--- src/uwbc_pkg.sv ---
// Shared types, constants and the whitespace lookup for the UTF-8 blank-string checker.
package uwbc_pkg;

    // Byte patterns used when classifying a byte
    localparam logic [7:0] MASK_TOP2  = 8'hC0;
    localparam logic [7:0] MASK_TOP3  = 8'hE0;
    localparam logic [7:0] MASK_TOP4  = 8'hF0;
    localparam logic [7:0] MASK_TOP5  = 8'hF8;
    localparam logic [7:0] PAT_CONT   = 8'h80;
    localparam logic [7:0] PAT_LEAD2  = 8'hC0;
    localparam logic [7:0] PAT_LEAD3  = 8'hE0;
    localparam logic [7:0] PAT_LEAD4  = 8'hF0;
    localparam logic [7:0] ASCII_LIMIT = 8'h80;

    localparam int CP_W      = 21;   // code point width
    localparam int PAYLOAD_W = 6;    // data bits carried by one byte

    // Queue between the classifier and the decoder
    localparam int QDEPTH = 4;
    localparam int QAW    = $clog2(QDEPTH);
    localparam int QCW    = $clog2(QDEPTH + 1);

    // What a byte is, as seen without decoder state
    typedef enum logic [2:0] {
        KIND_ASCII_SPACE,
        KIND_ASCII_OTHER,
        KIND_LEAD2,
        KIND_LEAD3,
        KIND_LEAD4,
        KIND_CONT,
        KIND_INVALID
    } byte_kind_t;

    // Classified byte as it travels through the queue
    typedef struct packed {
        byte_kind_t             kind;
        logic [PAYLOAD_W-1:0]   payload;
        logic                   has;
        logic                   last;
    } item_t;

    // Queue status seen by the top level
    typedef struct packed {
        logic           full;
        logic           empty;
        logic [QCW-1:0] count;
    } q_status_t;

    // Decoder status seen by the top level
    typedef struct packed {
        logic pop;
        logic result_load;
    } back_status_t;

    // Unicode whitespace set
    function automatic logic is_space_cp(input logic [CP_W-1:0] cp);
        return (cp >= 21'h00009 && cp <= 21'h0000D) || cp == 21'h00020 ||
               cp == 21'h00085 || cp == 21'h000A0 || cp == 21'h01680 ||
               (cp >= 21'h02000 && cp <= 21'h0200A) ||
               cp == 21'h02028 || cp == 21'h02029 ||
               cp == 21'h0202F || cp == 21'h0205F || cp == 21'h03000;
    endfunction

endpackage

--- src/uwbc_front.sv ---
// Input stage: accepts bytes, classifies them and pushes them into the queue.
module uwbc_front (
    input  logic                aclk,
    input  logic                aresetn,
    input  logic                s_tvalid,
    output logic                s_tready,
    input  logic [7:0]          s_tdata,   // [7:0] data_byte
    input  logic                s_tlast,   // last_byte
    input  logic                s_tuser,   // [0] has_byte
    output logic                push_valid,
    input  logic                push_ready,
    output uwbc_pkg::item_t     push_item
);

    logic            valid_reg;
    uwbc_pkg::item_t item_reg;
    uwbc_pkg::item_t item_next;

    // Classify the incoming byte
    always_comb begin
        item_next.has  = s_tuser;
        item_next.last = s_tlast;
        item_next.payload = s_tdata[uwbc_pkg::PAYLOAD_W-1:0];
        priority if (s_tdata < uwbc_pkg::ASCII_LIMIT) begin
            if ((s_tdata >= 8'h09 && s_tdata <= 8'h0D) || s_tdata == 8'h20) begin
                item_next.kind = uwbc_pkg::KIND_ASCII_SPACE;
            end else begin
                item_next.kind = uwbc_pkg::KIND_ASCII_OTHER;
            end
        end else if ((s_tdata & uwbc_pkg::MASK_TOP2) == uwbc_pkg::PAT_CONT) begin
            item_next.kind = uwbc_pkg::KIND_CONT;
        end else if ((s_tdata & uwbc_pkg::MASK_TOP3) == uwbc_pkg::PAT_LEAD2) begin
            item_next.kind    = uwbc_pkg::KIND_LEAD2;
            item_next.payload = {1'b0, s_tdata[4:0]};
        end else if ((s_tdata & uwbc_pkg::MASK_TOP4) == uwbc_pkg::PAT_LEAD3) begin
            item_next.kind    = uwbc_pkg::KIND_LEAD3;
            item_next.payload = {2'b0, s_tdata[3:0]};
        end else if ((s_tdata & uwbc_pkg::MASK_TOP5) == uwbc_pkg::PAT_LEAD4) begin
            item_next.kind    = uwbc_pkg::KIND_LEAD4;
            item_next.payload = {3'b0, s_tdata[2:0]};
        end else begin
            item_next.kind = uwbc_pkg::KIND_INVALID;
        end
    end

    // Stage register: takes a new transaction whenever it empties this cycle
    assign s_tready = !valid_reg || push_ready;

    always_ff @(posedge aclk) begin
        if (!aresetn) begin
            valid_reg <= 1'b0;
        end else if (s_tready) begin
            valid_reg <= s_tvalid;
        end
        if (s_tvalid && s_tready) begin
            item_reg <= item_next;
        end
    end

    assign push_valid = valid_reg;
    assign push_item  = item_reg;

endmodule

--- src/uwbc_queue.sv ---
// Small FIFO of classified bytes between the classifier and the decoder.
module uwbc_queue (
    input  logic                  aclk,
    input  logic                  aresetn,
    input  logic                  push_valid,
    output logic                  push_ready,
    input  uwbc_pkg::item_t       push_item,
    output logic                  pop_valid,
    input  logic                  pop,
    output uwbc_pkg::item_t       pop_item,
    output uwbc_pkg::q_status_t   status
);

    uwbc_pkg::item_t                  entry_reg [uwbc_pkg::QDEPTH];
    logic [uwbc_pkg::QAW-1:0]         wr_ptr_reg;
    logic [uwbc_pkg::QAW-1:0]         rd_ptr_reg;
    logic [uwbc_pkg::QCW-1:0]         count_reg;
    logic                             do_push;
    logic                             do_pop;
    logic                             full;
    logic                             empty;

    assign full       = count_reg == uwbc_pkg::QCW'(uwbc_pkg::QDEPTH);
    assign empty      = count_reg == '0;
    assign push_ready = !full;
    assign pop_valid  = !empty;
    assign do_push    = push_valid && !full;
    assign do_pop     = pop && !empty;
    assign pop_item   = entry_reg[rd_ptr_reg];

    // Pointers and fill count
    always_ff @(posedge aclk) begin
        if (!aresetn) begin
            wr_ptr_reg <= '0;
            rd_ptr_reg <= '0;
            count_reg  <= '0;
        end else begin
            if (do_push) begin
                if (wr_ptr_reg == uwbc_pkg::QAW'(uwbc_pkg::QDEPTH - 1)) begin
                    wr_ptr_reg <= '0;
                end else begin
                    wr_ptr_reg <= wr_ptr_reg + 1'b1;
                end
            end
            if (do_pop) begin
                if (rd_ptr_reg == uwbc_pkg::QAW'(uwbc_pkg::QDEPTH - 1)) begin
                    rd_ptr_reg <= '0;
                end else begin
                    rd_ptr_reg <= rd_ptr_reg + 1'b1;
                end
            end
            if (do_push && !do_pop) begin
                count_reg <= count_reg + 1'b1;
            end else if (do_pop && !do_push) begin
                count_reg <= count_reg - 1'b1;
            end
        end
    end

    // Storage
    always_ff @(posedge aclk) begin
        if (do_push) begin
            entry_reg[wr_ptr_reg] <= push_item;
        end
    end

    assign status.full  = full;
    assign status.empty = empty;
    assign status.count = count_reg;

endmodule

--- src/uwbc_back.sv ---
// Decoder: assembles code points, tracks failure and holds the result register.
module uwbc_back (
    input  logic                     aclk,
    input  logic                     aresetn,
    input  logic                     pop_valid,
    output logic                     pop,
    input  uwbc_pkg::item_t          pop_item,
    output logic                     m_tvalid,
    input  logic                     m_tready,
    output logic [7:0]               m_tdata,   // [0] is_blank, [7:1] zero
    output uwbc_pkg::back_status_t   status
);

    logic [1:0]                  pending_reg;
    logic [1:0]                  pending_next;
    logic [uwbc_pkg::CP_W-1:0]   acc_reg;
    logic [uwbc_pkg::CP_W-1:0]   acc_next;
    logic [uwbc_pkg::CP_W-1:0]   cont_cp;
    logic                        failed_reg;
    logic                        failed_next;
    logic                        m_valid_reg;
    logic                        blank_reg;
    logic                        result_load;

    // An item without a result can always go; a string end waits for a free output
    assign pop = pop_valid && (!pop_item.last || !m_valid_reg || m_tready);
    assign result_load = pop && pop_item.last;

    assign cont_cp = {acc_reg[uwbc_pkg::CP_W-uwbc_pkg::PAYLOAD_W-1:0], pop_item.payload};

    // Sequence decode for one byte
    always_comb begin
        pending_next = pending_reg;
        acc_next     = acc_reg;
        failed_next  = failed_reg;
        if (pop_item.has && !failed_reg) begin
            if (pending_reg != 2'd0) begin
                if (pop_item.kind != uwbc_pkg::KIND_CONT) begin
                    failed_next = 1'b1;
                end else begin
                    acc_next     = cont_cp;
                    pending_next = pending_reg - 2'd1;
                    if (pending_reg == 2'd1 && !uwbc_pkg::is_space_cp(cont_cp)) begin
                        failed_next = 1'b1;
                    end
                end
            end else begin
                unique case (pop_item.kind)
                    uwbc_pkg::KIND_ASCII_SPACE: ;
                    uwbc_pkg::KIND_LEAD2: begin
                        acc_next     = uwbc_pkg::CP_W'(pop_item.payload);
                        pending_next = 2'd1;
                    end
                    uwbc_pkg::KIND_LEAD3: begin
                        acc_next     = uwbc_pkg::CP_W'(pop_item.payload);
                        pending_next = 2'd2;
                    end
                    uwbc_pkg::KIND_LEAD4: begin
                        acc_next     = uwbc_pkg::CP_W'(pop_item.payload);
                        pending_next = 2'd3;
                    end
                    uwbc_pkg::KIND_ASCII_OTHER,
                    uwbc_pkg::KIND_CONT,
                    uwbc_pkg::KIND_INVALID: failed_next = 1'b1;
                    default: failed_next = 1'b1;
                endcase
            end
        end
    end

    // Decoder state; cleared at each string end
    always_ff @(posedge aclk) begin
        if (!aresetn) begin
            pending_reg <= 2'd0;
            acc_reg     <= '0;
            failed_reg  <= 1'b0;
        end else if (pop) begin
            if (pop_item.last) begin
                pending_reg <= 2'd0;
                acc_reg     <= '0;
                failed_reg  <= 1'b0;
            end else begin
                pending_reg <= pending_next;
                acc_reg     <= acc_next;
                failed_reg  <= failed_next;
            end
        end
    end

    // Result register
    always_ff @(posedge aclk) begin
        if (!aresetn) begin
            m_valid_reg <= 1'b0;
        end else if (result_load) begin
            m_valid_reg <= 1'b1;
        end else if (m_tready) begin
            m_valid_reg <= 1'b0;
        end
        if (result_load) begin
            blank_reg <= !failed_next && pending_next == 2'd0;
        end
    end

    assign m_tvalid = m_valid_reg;
    assign m_tdata  = {7'b0, blank_reg};

    assign status.pop         = pop;
    assign status.result_load = result_load;

endmodule

--- src/utf8_whitespace_blank_check.sv ---
// Top level of the UTF-8 blank-string checker.
// Takes one UTF-8 byte per cycle on the s_ channel while s_tready is high (tuser[0] marks
// a real byte, tlast ends the string) and, for each string, returns one transaction on
// the m_ channel whose tdata[0] is 1 when the string was empty or made only of well-formed
// Unicode whitespace. Overlong encodings are accepted; the first malformed or non-space
// code point makes the answer 0. Throughput is one byte per cycle unless the queue fills
// or a string end waits for a free output. The closing byte passes the input register,
// the four-entry queue and then the output register before m_tvalid rises. The input
// keeps accepting while a result waits, until the queue fills.
module utf8_whitespace_blank_check (
    input  logic        aclk,
    input  logic        aresetn,
    input  logic        s_tvalid,
    output logic        s_tready,
    input  logic [7:0]  s_tdata,   // [7:0] data_byte
    input  logic        s_tlast,   // last_byte
    input  logic        s_tuser,   // [0] has_byte
    output logic        m_tvalid,
    input  logic        m_tready,
    output logic [7:0]  m_tdata    // [0] is_blank, [7:1] zero
);

    logic                     push_valid;
    logic                     push_ready;
    uwbc_pkg::item_t          push_item;
    logic                     pop_valid;
    logic                     pop;
    uwbc_pkg::item_t          pop_item;
    uwbc_pkg::q_status_t      q_status;
    uwbc_pkg::back_status_t   back_status;

    uwbc_front u_front (
        .aclk       (aclk),
        .aresetn    (aresetn),
        .s_tvalid   (s_tvalid),
        .s_tready   (s_tready),
        .s_tdata    (s_tdata),
        .s_tlast    (s_tlast),
        .s_tuser    (s_tuser),
        .push_valid (push_valid),
        .push_ready (push_ready),
        .push_item  (push_item)
    );

    uwbc_queue u_queue (
        .aclk       (aclk),
        .aresetn    (aresetn),
        .push_valid (push_valid),
        .push_ready (push_ready),
        .push_item  (push_item),
        .pop_valid  (pop_valid),
        .pop        (pop),
        .pop_item   (pop_item),
        .status     (q_status)
    );

    uwbc_back u_back (
        .aclk      (aclk),
        .aresetn   (aresetn),
        .pop_valid (pop_valid),
        .pop       (pop),
        .pop_item  (pop_item),
        .m_tvalid  (m_tvalid),
        .m_tready  (m_tready),
        .m_tdata   (m_tdata),
        .status    (back_status)
    );

`ifndef NO_ASSERTIONS
    // Fill count stays within the queue depth
    assert property (@(posedge aclk) disable iff (!aresetn)
        q_status.count <= uwbc_pkg::QCW'(uwbc_pkg::QDEPTH))
        else $error("queue count beyond depth");

    // Decoder never pops an empty queue
    assert property (@(posedge aclk) disable iff (!aresetn)
        back_status.pop |-> !q_status.empty)
        else $error("pop from empty queue");

    // A new result never overwrites one still waiting
    assert property (@(posedge aclk) disable iff (!aresetn)
        back_status.result_load |-> (!m_tvalid || m_tready))
        else $error("result overwritten");

    // A full queue holds off the input stage
    assert property (@(posedge aclk) disable iff (!aresetn)
        (q_status.full && push_valid) |-> !s_tready)
        else $error("input taken while queue full");
`endif

endmodule
--- config.mk ---
export PLATFORM = sky130hd
export DESIGN_NAME = utf8_whitespace_blank_check
export DESIGN_NICKNAME = d
export VERILOG_FILES = /design/src/uwbc_pkg.sv /design/src/uwbc_front.sv /design/src/uwbc_queue.sv /design/src/uwbc_back.sv /design/src/utf8_whitespace_blank_check.sv
export SDC_FILE = /design/constraint.sdc
export NUM_CORES = 1
export LEC_CHECK = 0
export ABC_CLOCK_PERIOD_IN_PS = 5000
export BUFFER_PORTS_ARGS = -buffer_cell sky130_fd_sc_hd__buf_2
export CAP_MARGIN = 20
export CORE_MARGIN = 2
export CORE_UTILIZATION = 55
export CTS_CLUSTER_SIZE = 24
export DETAILED_ROUTE_END_ITERATION = 12
export GPL_TIMING_DRIVEN = 0
export PLACE_DENSITY = 0.72
export SYNTH_ARGS = -nofsm -noshare
export SYNTH_HDL_FRONTEND = slang
export SYNTH_SLANG_ARGS = --single-unit
--- constraint.sdc ---
create_clock -name aclk -period 5 [get_ports aclk]
set_input_delay 0.75 -clock aclk [delete_from_list [all_inputs] [get_ports aclk]]
set_output_delay 0.75 -clock aclk [all_outputs]
set_load 0.03 [all_outputs]
==> Word-level counts from Yosys, hierarchy flattened <==
Memories as Yosys holds them, arrays and structs flattened. A register that Yosys moved wholly into a read port is not among the register bits.
Index checks and enable logic that the tools add are counted.
{ "word_totals": {"out_inout_bits": 10, "inputBits": 14, "regBits": 39, "memories": 1, "ramBits": 44} }
{ "classes": {"addsub": 5, "n_eq_ne": 23, "n_mux": 35, "order_cmp": 7, "reduce_logical": 48} }
{ "memory_table": {"columns": ["memory", "words", "width", "rd", "rd_clocked_by_memory_dff", "write_ports", "line", "source"], "rows": [
  ["u_queue.entry_reg", 4, 11, 1, 1, 1, "uwbc_queue.sv:14", "uwbc_pkg::item_t entry_reg [uwbc_pkg::QDEPTH];"]
]} }
{ "op_table": {"columns": ["cell", "count"], "rows": [
  ["== test 21 x 14 -> 1 bit (second input constant)", 5],
  ["2-to-1 mux 15 bit", 5],
  ["== test 21 x 8 -> 1 bit (second input constant)", 2],
  ["== test 21 x 13 -> 1 bit (second input constant)", 1],
  ["== test 21 x 6 -> 1 bit (second input constant)", 1],
  [">= comparator 21 x 14 -> 1 bit (second input constant)", 1],
  [">= comparator 21 x 4 -> 1 bit (second input constant)", 1],
  ["<= comparator 21 x 14 -> 1 bit (second input constant)", 1],
  ["<= comparator 21 x 4 -> 1 bit (second input constant)", 1],
  ["2-to-1 mux 2 bit", 9],
  ["2-to-1 mux 6 bit", 3],
  ["2-to-1 mux 9 bit", 2],
  ["logical OR 1 bit", 14],
  ["logical AND 1 bit", 13],
  ["2-to-1 mux 3 bit", 4],
  ["2-to-1 mux 1 bit", 11],
  ["zero test 1 bit", 10],
  ["== test 3 bit (second input constant)", 3],
  ["== test 8 x 6 -> 1 bit (second input constant)", 1],
  [">= comparator 8 x 4 -> 1 bit (second input constant)", 1],
  ["<= comparator 8 x 4 -> 1 bit (second input constant)", 1],
  ["less-than comparator 8 bit (second input constant)", 1],
  ["nonzero test 2 bit", 4],
  ["== test 2 bit (second input constant)", 3],
  ["17 further kinds", 20]
]} }

==> Longest topological paths before layout <==
{ "depth": {"ltp_word": 20, "depth_mapped": 10, "ltp_nobuf": 8} }

==> Modules after synthesis <==
From an unflattened synthesis, not the netlist that was laid out.
{ "hier_totals": {"hier_cells": 284, "hier_area_um2": 3834.9} }
{ "by_module_without_submodules": {"columns": ["module", "area_per_inst_um2", "cells_each", "seq_area_each_um2", "instances"], "rows": [
  ["uwbc_queue", 2078.2, 112, 1501.4, 1],
  ["uwbc_back", 1277.5, 138, 410.4, 1],
  ["uwbc_front", 479.2, 34, 350.3, 1]
]} }

==> Least setup slack after synthesis <==
OpenSTA, ideal clock, no wires.
{ "synth_path": {"path_kind": "reg2reg", "start": "reg (tool-made name)", "end": "reg u_back.blank_reg, data pin", "t_arrival_ns": 2.435, "required_time_ns": 4.810, "slack_ns": 2.375, "stages_incl_launch_ff": 9, "synth_period_minus_slack_ns": 2.625, "n_path_buf": 1, "path_cell_list": "dfxtp_1 > buf_6 > mux4_2 > or2_1 > a2111oi_1 > o21ai_1 > nor4b_1 > a21o_1 > a2111oi_2"} }
{ "synth_lines": {"columns": ["element", "line", "source"], "rows": [
  ["end signal: assignment", "uwbc_back.sv:100", "blank_reg <= !failed_next && pending_next == 2'd0;"],
  ["end: declaration", "uwbc_back.sv:22", "logic blank_reg;"]
]} }

==> results.json <==
{
  "antenna_found_initial": 0,
  "hpwl_um": 4920,
  "synth_area_um2": 3910,
  "met3_length_um": 295,
  "row_count": 30,
  "routedWlPerCell_um": 15.2,
  "dr.max_layer_used": "met4",
  "synth_area_per_cell_um2": 12.4,
  "fin_tns_setup_ps": 0,
  "yosysTopAreaCell": "edfxtp_1",
  "clk_latency_ps": 360,
  "htree_levels": 3,
  "path_class": "flip-flop to flip-flop",
  "fin_skew_ps": 6.96,
  "cts_sinks": 85,
  "hold_violations": 0,
  "cts-root-buf": "clkbuf_8",
  "maxCapViolations": 0,
  "synth.distinct_cells": 59,
  "synthArstFlopShare_pct": 0,
  "vias": 2531,
  "layout_common_cells": "edfxtp_1, nor2_1, dfxtp_1",
  "maxSlewHeadroom_pct": 39.5,
  "placement.setup.worst_slack_ps": 1980,
  "drc_errors": 0,
  "ctsHoldBuffers": 0,
  "grt_pass1_wl_um": 11300,
  "avgViaCountPerCell": 5.61,
  "syn_inst": 316,
  "cp_slowest_cell": "mux4_2",
  "design.core.area_um2": 6830,
  "drive_gt1_share_pct": 17.5,
  "nNetsFinal": 373,
  "critPathMaxStageDelay_ps": 610,
  "p_total_mw": 2.18,
  "grt_usage_pct": 19.2,
  "gp_congestion": 0.829,
  "power.density_nw_per_um2": 499,
  "diodes": 0,
  "placement.io_buffers": 16,
  "regArea_um2": 2260,
  "cts_made_buffers": 9,
  "critPathArrivalTime_ps": 3180,
  "layout_setup_ws_ps": 1970,
  "drt-pass1-iter-count": 4,
  "post_cts_buffers": 0,
  "dr_wl_met2_um": 3400,
  "drtIter0Drc": 109,
  "ys_ff_latch": 85,
  "synth-edff-count": 56,
  "grt_pass1_vias": 2396,
  "rrSetupSlack_ps": 1970,
  "multi_input_comb_area_um2": 1500,
  "die_x_um": 88.3,
  "cp_max_fo": 10,
  "ys_warn_count": 0,
  "tightest_slew_ps": 901,
  "drtAntennaViolNets": 0,
  "netlist.area_leader.share_pct": 43.0,
  "finalWirelength_um": 6860,
  "cts_tree": "yes",
  "ys.flop_type": "edfxtp_1",
  "cts_max_path_buffers": 2,
  "grt_max_degree": 16,
  "cp_top_family": "compound AO/OA/AOI/OAI gates",
  "hold_path_class": "flip-flop to flip-flop",
  "largest_register_ffs": 44,
  "initial_utilization_pct": 57.3,
  "wl_met1_um": 3040,
  "p_leak_nw": 1.57,
  "slew_violations": 0,
  "max_freq_mhz": 330,
  "synth_top_cells_by_area": "edfxtp_1, dfxtp_1, mux4_2",
  "peakVddDrop_uv": 288,
  "fin_crit_ps": 3030,
  "synthToLayoutAreaGrowth_pct": 11.5,
  "yosysSeqAreaShare_pct": 57.8,
  "postCtsResizedCells": 0,
  "cp-start-kind": "flip-flop",
  "setup_violations": 0,
  "die-height_um": 88.3,
  "worstSetupEndpointType": "flip-flop",
  "status": "finished clean",
  "n_fill_cell": 546,
  "path_buf_inv": 1,
  "overflow": 0,
  "final_common_cell": "edfxtp_1",
  "clkTransAtPathRegs_ps": 90,
  "post-route-period-util_pct": 60.5,
  "ios": 24,
  "path_cells": "buf_6, mux4_2, or2_1, a2111oi_1, o21ai_1, nor4b_1, a21o_1, a2111oi_2",
  "die_area_um2": 7800,
  "rsz0062_at_grt": "no",
  "required_ps": 5150
}
[path summary, 6_finish.rpt]
| kind | from | end | cells after the start |
|---|---|---|---|
| hold / removal | u_back.acc_reg[10] | u_back.acc_reg[10] | 2 |
| setup / recovery | flip-flop | u_back.blank_reg | 8 |
| hold reg to reg | u_back.acc_reg[10] | u_back.acc_reg[10] | 2 |
| setup reg to reg | flip-flop | u_back.blank_reg | 8 |
[area by class of cell]
cell class | count | share of cell area, %
timing repair buffer | 17 | 2.01
sequential | 85 | 51.8
tap | 96 | 2.75
clock buffer | 10 | 2.93
multi-input combinational | 203 | 34.5
inverter | 16 | 1.38
buffer | 18 | 2.47
clock inverter | 6 | 2.15
[cell usage after synthesis (all sizes together) (2+ instances only)]
library cell	instances
nand3	18
mux4	13
xor2	2
dfxtp	29
buf	11
or3	3
edfxtp	56
clkbuf	7
nor4b	4
a22o	6
nand4	2
nand2	18
and2	4
o21a	2
o22ai	2
a32oi	3
nor2b	8
a2111oi	3
o21ai	15
nor2	29
inv	16
nand2b	4
a22oi	3
o22a	2
mux2i	2
a21boi	2
a211oi	2
nor3	9
a21oi	10
ha	8
[power by group]
group          switching (mW)  total [mW]  internal (mW)
sequential             0.0571       0.884          0.827
clock                   0.250       0.538          0.288
combinational           0.437       0.755          0.318
total                   0.744        2.18           1.43
[worst register-to-register path: stages (launching register included)]
cell and delay [ps]:
dfxtp_1 430, buf_6 210, mux4_2 620, or2_1 280
a2111oi_1 430, o21ai_1 90, nor4b_1 180, a21o_1 210
a2111oi_2 380
[metal layers]
layer / GRT usage [%] / vias up
met3: 5.32 / 14
met2: 32.4 / 56
met5: 0 / -
li1: - / 1247
met4: 6.61 / 0
met1: 23.9 / 1214
[logic make-up after synthesis]
group           share of synthesized area (%)
flops                                    57.8
mux                                      8.29
xor+xnor                                0.448
simple gates                             14.7
other cells                            0.0959
fa+ha+maj                                3.07
compound gates                           11.3
buf+inv                                  4.29
[metrics by stage]
step           hold slack [ps]  utilization (%)  instance area, um2  instances
3_5_place_dp               445             60.5                4130        434
5_1_grt                    487             63.9                4360        451
4_1_cts                    459             63.8                4360        450
6_report                   460             63.9                4360        451
2_1_floorplan              430                -                3930        322
3_3_place_gp               444             60.5                4130        434
No activity file was read; power rests on OpenSTA's default activity.
